$ cat config.mk
export PLATFORM = sky130hd
export DESIGN_NAME = rate_limited_recovery_supervisor_unit
export DESIGN_NICKNAME = d
export VERILOG_FILES = /design/src/design/rlrs_pkg.sv /design/src/design/rlrs_step.sv /design/src/design/rate_limited_recovery_supervisor_unit.sv
export SDC_FILE = /design/constraint.sdc
export NUM_CORES = 1
export LEC_CHECK = 0
export ABC_AREA = 0
export BUFFER_PORTS_ARGS = -buffer_cell sky130_fd_sc_hd__buf_2
export CORE_ASPECT_RATIO = 0.9
export CORE_MARGIN = 2
export CORE_UTILIZATION = 40
export CTS_CLUSTER_SIZE = 28
export DETAILED_ROUTE_END_ITERATION = 6
export GPL_TIMING_DRIVEN = 0
export HOLD_SLACK_MARGIN = 0.05
export SYNTH_ARGS = -nofsm -noshare
export SYNTH_HDL_FRONTEND = slang
export SYNTH_SLANG_ARGS = --single-unit
export TNS_END_PERCENT = 1
$ cat constraint.sdc
create_clock -name clk -period 18.8 [get_ports clk]
set_input_delay 0 -clock clk [delete_from_list [all_inputs] [get_ports clk]]
set_output_delay 0 -clock clk [all_outputs]
set_load 0.1 [all_outputs]
$ cat src/design/rlrs_pkg.sv
// types and codes shared by the recovery supervisor modules
package rlrs_pkg;

    localparam int IN_TDATA_W  = 48;
    localparam int OUT_TDATA_W = 48;
    localparam int CFG_INDEX_W = 8;
    localparam int CFG_DATA_W  = 16;

    localparam logic [1:0] CMD_NONE    = 2'd0;
    localparam logic [1:0] CMD_START   = 2'd1;
    localparam logic [1:0] CMD_RESTART = 2'd2;

    localparam logic [1:0] ACT_NONE      = 2'd0;
    localparam logic [1:0] ACT_STARTED   = 2'd1;
    localparam logic [1:0] ACT_RESTARTED = 2'd2;
    localparam logic [1:0] ACT_DISABLED  = 2'd3;

    localparam logic [1:0] EVT_NONE    = 2'd0;
    localparam logic [1:0] EVT_REFUSED = 2'd1;
    localparam logic [1:0] EVT_LIMIT   = 2'd2;

    localparam logic [CFG_INDEX_W-1:0] CFG_AUTO_RECOVER_EN = 8'd0;
    localparam logic [CFG_INDEX_W-1:0] CFG_WINDOW_SECONDS  = 8'd1;
    localparam logic [CFG_INDEX_W-1:0] CFG_MAX_RESTARTS    = 8'd2;
    localparam logic [CFG_INDEX_W-1:0] CFG_CLIENT_TIMEOUT  = 8'd3;

    typedef struct packed {
        logic        auto_recover_en;
        logic [15:0] window_seconds;
        logic [7:0]  max_restarts;
        logic [15:0] client_timeout_seconds;
    } sup_cfg_t;

    typedef struct packed {
        logic        service_alive;
        logic        port_listening;
        logic [7:0]  client_count;
        logic [31:0] timestamp_seconds;
    } check_t;

    typedef struct packed {
        logic        disabled_latch;
        logic [31:0] window_begin;
        logic [7:0]  restart_counter;
        logic [31:0] total_counter;
        logic        no_client_armed;
        logic [31:0] no_client_start;
        logic [1:0]  action_code;
    } sup_state_t;

    typedef struct packed {
        logic [1:0]  command;
        logic [1:0]  action_state;
        logic [1:0]  disable_event;
        logic [7:0]  window_restarts;
        logic [31:0] total_recoveries;
    } result_t;

endpackage

$ cat src/design/rlrs_step.sv
// decision logic for one health check: next supervisor state and result
module rlrs_step
    import rlrs_pkg::*;
#(
    parameter int DEFAULT_WINDOW_SECONDS = 60,
    parameter int DEFAULT_MAX_RESTARTS   = 3,
    parameter int DEFAULT_CLIENT_TIMEOUT = 30
)
(
    input  sup_cfg_t   cfg,
    input  sup_state_t state_cur,
    input  check_t     check,
    output sup_state_t state_new,
    output result_t    result
);

    logic [15:0] win;
    logic [7:0]  limit;
    logic [15:0] tmo;
    logic [31:0] win_elapsed;
    logic [31:0] nc_elapsed;
    logic        healthy;
    logic        refresh;
    logic [7:0]  rc_eff;
    logic [7:0]  rc_inc;
    logic        allows;
    logic        nc_due;
    logic        attempt;

    assign win   = (cfg.window_seconds != 16'd0) ? cfg.window_seconds
                                                 : 16'(DEFAULT_WINDOW_SECONDS);
    assign limit = (cfg.max_restarts != 8'd0) ? cfg.max_restarts : 8'(DEFAULT_MAX_RESTARTS);
    assign tmo   = (cfg.client_timeout_seconds != 16'd0) ? cfg.client_timeout_seconds
                                                         : 16'(DEFAULT_CLIENT_TIMEOUT);

    assign win_elapsed = check.timestamp_seconds - state_cur.window_begin;
    assign nc_elapsed  = check.timestamp_seconds - state_cur.no_client_start;

    assign healthy = check.service_alive && check.port_listening
                     && (check.client_count != 8'd0);
    assign refresh = win_elapsed >= {16'd0, win};
    assign rc_eff  = refresh ? 8'd0 : state_cur.restart_counter;
    assign rc_inc  = rc_eff + 8'd1;
    assign allows  = rc_eff < limit;
    assign nc_due  = state_cur.no_client_armed && (nc_elapsed >= {16'd0, tmo});

    // recovery wanted: start, restart on port loss, or no-client timeout
    assign attempt = !healthy && cfg.auto_recover_en && !state_cur.disabled_latch
                     && (!check.service_alive || !check.port_listening || nc_due);

    always_comb
    begin
        logic [1:0] code;
        code      = check.service_alive ? CMD_RESTART : CMD_START;
        state_new = state_cur;
        result.command       = CMD_NONE;
        result.disable_event = EVT_NONE;

        if (healthy)
        begin
            state_new.no_client_armed = 1'b0;
            if (!state_cur.disabled_latch && cfg.auto_recover_en
                && state_cur.action_code != ACT_DISABLED)
            begin
                state_new.action_code = ACT_NONE;
            end
        end
        else if (!cfg.auto_recover_en || state_cur.disabled_latch)
        begin
            if (state_cur.disabled_latch)
            begin
                state_new.action_code = ACT_DISABLED;
            end
        end
        else if (attempt)
        begin
            if (refresh)
            begin
                state_new.window_begin = check.timestamp_seconds;
            end
            state_new.restart_counter = rc_eff;
            if (!allows)
            begin
                state_new.disabled_latch = 1'b1;
                state_new.action_code    = ACT_DISABLED;
                result.disable_event     = EVT_REFUSED;
            end
            else
            begin
                result.command            = code;
                state_new.action_code     = code;
                state_new.restart_counter = rc_inc;
                state_new.total_counter   = state_cur.total_counter + 32'd1;
                state_new.no_client_armed = 1'b0;
                if (rc_inc >= limit)
                begin
                    state_new.disabled_latch = 1'b1;
                    result.disable_event     = EVT_LIMIT;
                end
            end
        end
        else if (!state_cur.no_client_armed)
        begin
            // first check without clients starts the timer
            state_new.no_client_armed = 1'b1;
            state_new.no_client_start = check.timestamp_seconds;
        end

        result.action_state     = state_new.action_code;
        result.window_restarts  = state_new.restart_counter;
        result.total_recoveries = state_new.total_counter;
    end

endmodule

$ cat src/design/rate_limited_recovery_supervisor_unit.sv
// top level of the rate-limited recovery supervisor
// registered in the input register, then the result register, which m_tready can stall
// throughput: one request per cycle unless m_tready stalls, bounded by the state loop
// a request is accepted while a result waits for m_tready, if the input register is empty
// reset: rst_n clears all supervisor state, configuration and valid flags at once
module rate_limited_recovery_supervisor_unit
    import rlrs_pkg::*;
#(
    parameter int DEFAULT_WINDOW_SECONDS = 60,
    parameter int DEFAULT_MAX_RESTARTS   = 3,
    parameter int DEFAULT_CLIENT_TIMEOUT = 30
)
(
    input  logic                   clk,
    input  logic                   rst_n,
    input  logic                   s_tvalid,
    output logic                   s_tready,
    // service_alive, port_listening, client_count[7:0], timestamp_seconds[31:0], zero pad
    input  logic [IN_TDATA_W-1:0]  s_tdata,
    output logic                   m_tvalid,
    input  logic                   m_tready,
    // command[1:0], action_state[1:0], disable_event[1:0], window_restarts[7:0],
    // total_recoveries[31:0], zero pad
    output logic [OUT_TDATA_W-1:0] m_tdata,
    input  logic                   cfg_valid,
    output logic                   cfg_ready,
    input  logic [CFG_INDEX_W-1:0] cfg_index,
    input  logic [CFG_DATA_W-1:0]  cfg_data
);

    sup_cfg_t   cfg_reg;
    sup_state_t state_reg;
    sup_state_t state_next;
    check_t     in_reg;
    logic       in_valid_reg;
    result_t    out_reg;
    result_t    out_next;
    logic       out_valid_reg;
    logic       advance;

    assign cfg_ready = 1'b1;
    assign advance   = in_valid_reg && (!out_valid_reg || m_tready);
    assign s_tready  = !in_valid_reg || advance;

    always_ff @(posedge clk or negedge rst_n)
    begin
        if (!rst_n)
        begin
            cfg_reg <= '0;
        end
        else if (cfg_valid && cfg_ready)
        begin
            unique case (cfg_index)
                CFG_AUTO_RECOVER_EN: cfg_reg.auto_recover_en        <= cfg_data[0];
                CFG_WINDOW_SECONDS:  cfg_reg.window_seconds         <= cfg_data;
                CFG_MAX_RESTARTS:    cfg_reg.max_restarts           <= cfg_data[7:0];
                CFG_CLIENT_TIMEOUT:  cfg_reg.client_timeout_seconds <= cfg_data;
                default:             cfg_reg <= cfg_reg;
            endcase
        end
    end

    always_ff @(posedge clk)
    begin
        if (s_tvalid && s_tready)
        begin
            in_reg.service_alive     <= s_tdata[0];
            in_reg.port_listening    <= s_tdata[1];
            in_reg.client_count      <= s_tdata[9:2];
            in_reg.timestamp_seconds <= s_tdata[41:10];
        end
        if (advance)
        begin
            out_reg <= out_next;
        end
    end

    rlrs_step #(
        .DEFAULT_WINDOW_SECONDS (DEFAULT_WINDOW_SECONDS),
        .DEFAULT_MAX_RESTARTS   (DEFAULT_MAX_RESTARTS),
        .DEFAULT_CLIENT_TIMEOUT (DEFAULT_CLIENT_TIMEOUT)
    ) u_step (
        .cfg       (cfg_reg),
        .state_cur (state_reg),
        .check     (in_reg),
        .state_new (state_next),
        .result    (out_next)
    );

    always_ff @(posedge clk or negedge rst_n)
    begin
        if (!rst_n)
        begin
            state_reg     <= '0;
            in_valid_reg  <= 1'b0;
            out_valid_reg <= 1'b0;
        end
        else
        begin
            if (advance)
            begin
                state_reg <= state_next;
            end
            if (s_tvalid && s_tready)
            begin
                in_valid_reg <= 1'b1;
            end
            else if (advance)
            begin
                in_valid_reg <= 1'b0;
            end
            if (advance)
            begin
                out_valid_reg <= 1'b1;
            end
            else if (m_tready)
            begin
                out_valid_reg <= 1'b0;
            end
        end
    end

    assign m_tvalid = out_valid_reg;
    assign m_tdata  = {2'b00, out_reg.total_recoveries, out_reg.window_restarts,
                       out_reg.disable_event, out_reg.action_state, out_reg.command};

`ifndef ASSERT_OFF
    a_latch_holds: assert property (@(posedge clk) disable iff (!rst_n)
        state_reg.disabled_latch |=> state_reg.disabled_latch)
        else $error("disabled latch cleared");

    a_cmd_counts: assert property (@(posedge clk) disable iff (!rst_n)
        (advance && out_next.command != CMD_NONE)
        |=> state_reg.total_counter == $past(state_reg.total_counter) + 32'd1)
        else $error("issued command not counted");

    a_refuse_no_cmd: assert property (@(posedge clk) disable iff (!rst_n)
        (out_valid_reg && out_reg.disable_event == EVT_REFUSED)
        |-> (out_reg.command == CMD_NONE && out_reg.action_state == ACT_DISABLED))
        else $error("refused request carries a command");

    a_state_idle: assert property (@(posedge clk) disable iff (!rst_n)
        !advance |=> state_reg == $past(state_reg))
        else $error("state changed without a request");
`endif

endmodule

# After elaboration in Yosys (flattened, before gate mapping)
# Cells that the tools add are included.
# totals
regBits	239
out_inout_bits	51
word_cells	109
in_bits	77
# op_classes
mux	27
n_bitwise	5
magnitude_cmp	4
n_reduce_logical	39
eq_ne	7
n_addsub	4
# ops
operator	n
$mux W40	2
$mux W73	1
$ge A32 B16 Y1	2
$mux W32	2
$sub A32 B32 Y32	2
$mux W41	1
$add A32 B1 Y32 const B	1
$mux W16	2
$reduce_bool A16 Y1	2
$eq A8 B2 Y1 const B	2
$mux W2	8
$mux W8	2
$reduce_bool A8 Y1	2
$reduce_and A5 Y1	3
$logic_and A1 B1 Y1	10
$mux W1	9
$add A8 B1 Y8 const B	1
$eq A8 B1 Y1 const B	1
$ge A8 B8 Y1	1
$logic_not A8 Y1	1
$lt A8 B8 Y1	1
$reduce_and A2 Y1	4
$logic_not A1 Y1	7
$logic_or A1 B1 Y1	5
other kinds (8)	14

# Logic depth before layout (Yosys ltp)
# Gate-level depths: netlist (run 1).
# depth
depth_word	9
ltp_mapped	37

# Modules after synthesis
# From an unflattened synthesis (run 1), not the netlist that was laid out.
# hier_totals
cells_unflattened	1707
hier_area_um2	16907.5
# by_module_without_submodules
mod	area_each_um2	seq_area_each_um2	cells_per_inst	instances
rlrs_step	8479.4	0.0	1288	1
rate_limited_recovery_supervisor_unit	8428.1	6421.2	419	1

# Worst setup path before layout (run 1)
# OpenSTA, ideal clock, no wires.
# synth_path
path_type	reg2reg
startpoint	register in_reg[4] in the netlist's numbering
endpoint	register out_reg, in the netlist m_tdata[41] (data pin)
setup_ns	0.271
slack_ns	10.984
arrival_time_ns	7.545
n_path_buf	4
period_less_slack_ns	7.816
stages_incl_launch_ff	35
t_required_ns	18.529
cell_sequence	edfxtp_1 > ha_1 > a21o_1 > o41a_1 > and2_1 > o21ai_0 > nand2b_1 > xor2_1 > ha_1 > a21o_1 > a21o_1 > a211oi_1 > o221ai_1 > or4b_1 > a211o_1 > or4_1 > nor4_1 > nand3_1 > clkbuf_1 > clkbuf_1 > buf_1 > nor2_1 > ha_1 > nor2b_1 > o21a_1 > o21a_1 > o21ai_0 > nand2b_1 > a21oi_1 > o21a_1 > nand3_1 > or3_1 > clkbuf_1 > nor4_1 > xor2_1
# synth_lines
item	line_no	source
start, declared	rate_limited_recovery_supervisor_unit.sv:34	check_t in_reg;
end signal, assigned	rate_limited_recovery_supervisor_unit.sv:74	out_reg <= out_next;
end, declared	rate_limited_recovery_supervisor_unit.sv:36	result_t out_reg;

==> metrics.md, run 1 <==
| Metric | Value |
|---|---|
| Synthesized instance count | 1564 |
| First-pass GRT wire length | 67400 um |
| Final Net Count | 1976 |
| Post-Synth Adder-Cell Area | 0.0924 |
| Synth Area in XOR/XNOR | 0.0595 |
| Critical Path AT | 9670 ps |
| Area of the die | 40200 um^2 |
| Global Route Usage Sum | 0.211 |
| Largest vdd supply drop | 0.0635 mV |
| YS warnings | 0 |
| FF+latch count, synth | 239 |
| Vias in the first global route | 12300 |
| Setup slack, reg-to-reg | 9420 ps |
| CP max stage cell | or4_1 |
| Reg2reg end | m_tdata[41]$_DFFE_PP_ |
| Clock sink count | 239 |
| Postcts setup bufs | 0 |
| Synth Area per Inst | 9.89 um^2 |
| DR iter-0 viols | 1062 |
| Core area | 38200 um^2 |
| Hold depth | 4 |
| Row count | 68 |
| Synth area leader | dfrtp_1 |
| Synth area leaders | dfrtp_1 24%, edfxtp_1 17%, ha_1 9.0% |
| Top cells by count, synth | 151 x dfrtp_1, 120 x inv_1, 111 x ha_1 |
| Number of flip-flops in the largest register | 108 |
| CTS H-tree lvls | 1 |
| Final ANT Viol Nets | 0 |
| CP startpoint kind | flop |
| DRC Markers | 0 |
| Routability cong. | 0.925 |
| Sum Neg Setup Slack | 0 ps |
| Register area share after synthesis | 0.415 |
| Netlist cell types | 76 |
| Power per standard cell area | 91.3 nW/um^2 |
| Die Ht | 191 um |
| CTS Buf Count | 28 |
| Worst Path Required | 19090 ps |
| Worst hold start | cfg_index[3] |
| Hold Path Sink | cfg_reg[39]$_DFFE_PN0P_ |
| Synth top area share | 0.244 |
| Clk slew on worst S/H paths | 60 ps |
| Clk_lat worst skew | 570 ps |
| Largest family of logic cells by synthesized area | simple AND/OR/NAND/NOR gates |
| Crit Path Class | flop to flop |
| Fin crit share | 0.499 |
| Diodes inserted | 0 |
| Clk root buf | clkbuf_16 |
| GRT Residual Overflow | 0 |
| Post-route cell area | 18300 um^2 |
| Drt first pass iters | 5 |
| Worst r2r src | in_reg[2]$_DFFE_PP_ |
| CP startpoint | in_reg[2]$_DFFE_PP_ |
| Crit. End Element | flop |
| Longest Clk Path Bufs | 3 |
| Largest net degree at the start of global routing | 79 |
| Post-synth EDFFs | 88 |
| Critical path fanouts, max | 10 |
| Via density | 5.52 |
| Starting Density | 0.405 |
| HP Class | input port to flop |
| Outcome | completed |
| Most common cell in the synthesized netlist | dfrtp_1 |
| Slew @ Worst Pin | 1080 ps |
| Worst-case reg-to-reg path depth | 35 |
| Min cycle time layout | 9380 ps |
| Detail Placement HPWL | 32200 um |
| Clk_skew | 13.9 ps |
| Initial antenna violation count | 1 |
| Final setup vio count | 0 |
| Layout fillers | 3577 |
| Mapped Area | 15500 um^2 |
| Hold_buf cts | 70 |
| Ys flop type | dfrtp_1 |
| Maxcap violations | 0 |
| Fraction of layout cells with a size suffix above 1 | 0.158 |
| Die Width | 211 um |
| Leak pwr | 0.00795 uW |
| Placement Cell Area | 16700 um^2 |
| Compound-Gate Fraction of Synth Area | 0.135 |
| Largest stage delay, worst path | 570 ps |
| Max-slew headroom | 0.270 |
| Slew Viols, Final | 0 |
| Final Hold Viols | 0 |
| Port bufs | 118 |
| Vias | 12700 |
| Synth async-reset ratio | 0.632 |
| IO Count | 128 |
| Simple-gate portion of the synthesized area | 0.159 |
| Layout area overhead | 18.4% |
| Mux share of post-synthesis cell area | 0.0914 |
| Post-CTS sizing | 0 |
| Post-Route WL | 42300 um |
| DR WL/cell | 18.4 um |
| F_max | 0.107 GHz |
| CTS tree | built |
| RSZ-0062 raised after global routing | no |
metrics by stage:
step	worst slack, ps	total power [uW]	hold WS (ps)	utilization	cells
3_5_place_dp	9520	1150	52.6	0.438	2176
6_report	9420	1670	134	0.479	2297
3_3_place_gp	9540	1140	177	0.436	2173
4_1_cts	9460	1680	97.4	0.479	2297
5_1_grt	8690	1770	126	0.479	2297
2_1_floorplan	10980	1010	-296	-	1565
cells by family (layout without fill, tap and decap cells):
kind of cell / Yosys count / after routing
XOR/XNOR: 105 / 105
AND/OR/NAND/NOR: 482 / 482
buffers and inverters: 183 / 425
adder cells (fa/ha/maj): 113 / 113
multiplexers: 117 / 117
flip-flops: 239 / 239
other: 2 / 3
AO/OA/AOI/OAI: 323 / 323
power by group:
group          internal (uW)  switching, uW  total, uW
logic                    200            344        544
registers                583           28.0        611
clock network            295            221        515
cells in the final DEF, fill, tap and decap left out, types with 51 or more instances in the layout:
cell / netlist / routed
dfrtp_1: 151 / 151
dlygate4sd3_1: 0 / 70
nor2_1: 105 / 105
nand3_1: 59 / 59
buf_2: 12 / 130
inv_1: 120 / 120
a21oi_1: 95 / 95
ha_1: 111 / 111
edfxtp_1: 88 / 88
clkbuf_1: 41 / 51
mux2_2: 63 / 63
xnor2_1: 63 / 63
nand2_1: 102 / 102
o21ai_0: 70 / 70
critical path: cells and delay by family (launching register included):
kind / cells / cell delay [ps]
xor+xnor: 2 / 270
compound gates: 14 / 3020
fa+ha+maj: 3 / 930
buf+inv: 4 / 1050
flops: 1 / 500
simple gates: 12 / 3330
layer usage:
| layer | global-route usage | share of wire |
|---|---|---|
| met5 | 0 | 0 |
| met4 | 0.0423 | 0.019 |
| met1 | 0.325 | 0.51 |
| met3 | 0.0308 | 0.055 |
| met2 | 0.313 | 0.42 |
layout make-up:
type                            count  area, um^2  area share
Buffer                             63         287      0.0156
Clock inverter                      9        53.8     0.00294
Timing Repair Buffer              191        1370      0.0748
Sequential cell                   239        6420       0.351
Clock buffer                       42         805      0.0439
Tap cell                          490         613      0.0335
Multi-Input combinational cell   1143        8310       0.454
Inverter                          120         450      0.0246
how the worst max path moves through the flow:
stage	endpoint	slack [ps]	cells past startpoint
finish	m_tdata[41]$_DFFE_PP_	9420	35
global route	m_tdata[37]$_DFFE_PP_	8690	34
CTS	m_tdata[41]$_DFFE_PP_	9460	35
detailed placement	m_tdata[41]$_DFFE_PP_	9520	35
global placement	m_tdata[41]$_DFFE_PP_	9540	35
floorplan	m_tdata[41]$_DFFE_PP_	10980	34
Power figures use the tool's default switching activity.
==> run 2, diff against run 1 <==
- clock period: 18.8 -> 8.7 ns (I/O delays scaled with it)
==> run 2 against run 1 <==
  * Fmax up 15%
  * Final area is 0.82% higher
  * Largest power group unchanged
  * Non-clock buffer count is 3 lower
  * Critical path type unchanged
  * Via count about the same
  * First-iteration DRC count rose by 0.94%
  * Combinational power grew 120%
  * Count of clock-buffer cells in the layout is the same
  * Sequential share of layout area is 0.29 points lower
  * Register-to-register slack got worse by 8900 ps
  * Global-route usage hardly changed
  * Core utilization is 0.39 points higher
  * Clock power up 120%
  * Highest routed layer unchanged
==> metrics.md, run 2 (synthesis gave the netlist of run 1 again) <==
| Metric | Value |
|---|---|
| Outcome | completed |
| Die Width | 211 um (unchanged) |
| Largest stage delay, worst path | 610 ps (+40 ps) |
| Largest vdd supply drop | 0.138 mV (+120%) |
| Detail Placement HPWL | 32200 um (unchanged) |
| Global Route Usage Sum | 0.212 (+0.000465) |
| Worst path bufs/invs | 2 (-2) |
| Sum Neg Setup Slack | 0 ps (unchanged) |
| Clk slew on worst S/H paths | 60 ps (about the same) |
| CTS tree | built |
| Drt first pass iters | 5 (unchanged) |
| Sw Share | 0.356 (+0.00115) |
| Clock share of power | 0.307 (about the same) |
| DR WL/cell | 18.5 um (+0.49%) |
| Worst Path Required | 9000 ps (-10090 ps) |
| Area of the die | 40200 um^2 (unchanged) |
| CTS Buf Count | 28 (unchanged) |
| Crit. End Element | flop |
| CTS H-tree lvls | 1 (unchanged) |
| Comb pwr share | 0.329 (+0.003) |
| Crit Path Class | flop to flop |
| Commonest non-fill, non-tap cells in the layout | 151 x dfrtp_1, 132 x buf_2, 120 x inv_1 |
| Internal power | 2340 uW (+120%) |
| Slew Viols, Final | 0 (unchanged) |
| Most common cell after layout, fill and taps aside | dfrtp_1 |
| Final Net Count | 1973 (-0.15%) |
| DRC Markers | 0 (unchanged) |
| Vias | 12700 (-0.032%) |
| Largest net degree at the start of global routing | 79 (unchanged) |
| Maxcap violations | 0 (unchanged) |
| Routability cong. | 0.925 (unchanged) |
| Via density | 5.53 (about the same) |
| Initial antenna violation count | 1 (unchanged) |
| Number of flip-flops in the largest register | 108 (unchanged) |
| Critical path fanouts, max | 19 (+9) |
| HP Class | input port to flop |
| Post-placement cell count | 2176 (unchanged) |
| Layout area overhead | 19.4% |
| Critical Path AT | 8440 ps (-1230 ps) |
| IO Count | 128 (unchanged) |
| Row count | 68 (unchanged) |
| DR iter-0 viols | 1072 (+0.94%) |
| Design Power | 3630 uW (+120%) |
| NetSw | 1290 uW (+120%) |
| Clk_lat worst skew | 570 ps (about the same) |
| First-pass GRT wire length | 67600 um (+0.27%) |
| Final hold slack | 133 ps (-1.55 ps) |
| GRT Residual Overflow | 0 (unchanged) |
| Power per standard cell area | 197 nW/um^2 (+120%) |
| Post-Route WL | 42500 um (+0.36%) |
| Clk root buf | clkbuf_16 |
| Min cycle time layout | 8150 ps (-1230 ps) |
| Layout fillers | 3562 (-0.42%) |
| Final Hold Viols | 0 (unchanged) |
| Die Ht | 191 um (unchanged) |
| Reg area | 6420 um^2 (unchanged) |
| Slew @ Worst Pin | 1070 ps (-16.2 ps) |
| Max-slew headroom | 0.281 (+0.0109) |
| RSZ-0062 raised after global routing | no |
| Critical path's top delay family | simple AND/OR/NAND/NOR gates |
| Fraction of layout cells with a size suffix above 1 | 0.174 (+0.0152) |
| Core area | 38200 um^2 (unchanged) |
| Crit-path most repeated cell | ha_1 |
| Vias in the first global route | 12300 (+0.31%) |
| Clk_skew | 12.8 ps (-1.11 ps) |
| Area of the multi-input gates | 8450 um^2 (+1.7%) |
| CP max stage cell | or4_1 |
| Leak pwr | 0.00800 uW (+0.59%) |
| Clock sink count | 239 (unchanged) |
| Port bufs | 118 (unchanged) |
| Final ANT Viol Nets | 0 (unchanged) |
| Final setup vio count | 0 (unchanged) |
| Cell Count, Final, Fillers Out | 2294 (-0.13%) |
| F_max | 0.123 GHz (+15%) |
| Fin crit share | 0.937 (+0.438) |
| CP startpoint kind | flop |
| Seq pwr share | 0.364 (-0.002) |
| Longest Clk Path Bufs | 3 (unchanged) |
| Diodes inserted | 0 (unchanged) |
| Starting Density | 0.405 (unchanged) |
==> run 2: changes by cell type in the layout (fill, tap and decap cells not counted), sizes merged <==
cell and delta:
buf +2, clkbuf -5
==> run 2: what timing repair did <==
action | CTS | global route
hold endpoints to repair | 236 | 0
cloned | 0 | 0
endpoints found under the setup margin | 71 | 87
resized for setup | 11 | 21
pin swaps | 0 | 3
setup buffers | 2 | 0
hold buffers | 70 | 0
==> run 2: worst paths after layout <==
path,from,end,slack (ps),depth (start not counted)
max in group asynchronous,rst_n,state_reg[30]$_DFFE_PN0P_,6800,4
hold / removal,cfg_index[3],cfg_reg[39]$_DFFE_PN0P_,130,4
setup / recovery,in_reg[3]$_DFFE_PP_,m_tdata[41]$_DFFE_PP_,550,33
min in group asynchronous,rst_n,state_reg[22]$_DFFE_PN0P_,560,3
hold reg to reg,state_reg[104]$_DFFE_PN0P_,state_reg[104]$_DFFE_PN0P_,490,1
setup reg to reg,in_reg[3]$_DFFE_PP_,m_tdata[41]$_DFFE_PP_,550,33
==> run 2: tightest hold or removal path: stages <==
cell and delay [ps]:
buf_2 70, nor4_1 70, nand3b_1 300, mux2_2 220
==> run 2: per-stage QoR <==
stage | instance area (um^2) | worst slack (ps) | util
3_3_place_gp | 16700 | -563 | 0.436
3_5_place_dp | 16700 | -584 | 0.438
6_report | 18500 | 552 | 0.483
4_1_cts | 18400 | 60.0 | 0.481
2_1_floorplan | 15500 | 884 | -
5_1_grt | 18500 | 38.6 | 0.483
==> run 2: layer usage <==
metal | global-route usage | wire, um
met1 | 0.325 | 21500
met4 | 0.0425 | 772
met2 | 0.315 | 18000
met5 | 0 | 0
met3 | 0.0308 | 2300
==> run 2: power groups by stage <==
stage	Combinational [uW]	Sequential, uW	Clock (uW)
6_report	1190	1320	1110
5_1_grt	1320	1330	1190
4_1_cts	1170	1320	1150
3_5_place_dp	1130	1340	0
3_3_place_gp	1110	1340	0
2_1_floorplan	743	1440	0
==> run 2: cell type report <==
type / instances / area share
Buffer: 58 / 0.0150
Clock buffer: 42 / 0.0436
Clock inverter: 9 / 0.00291
Inverter: 120 / 0.0244
Multi-Input combinational cell: 1143 / 0.458
Sequential cell: 239 / 0.348
Tap cell: 490 / 0.0332
Timing Repair Buffer: 193 / 0.0750
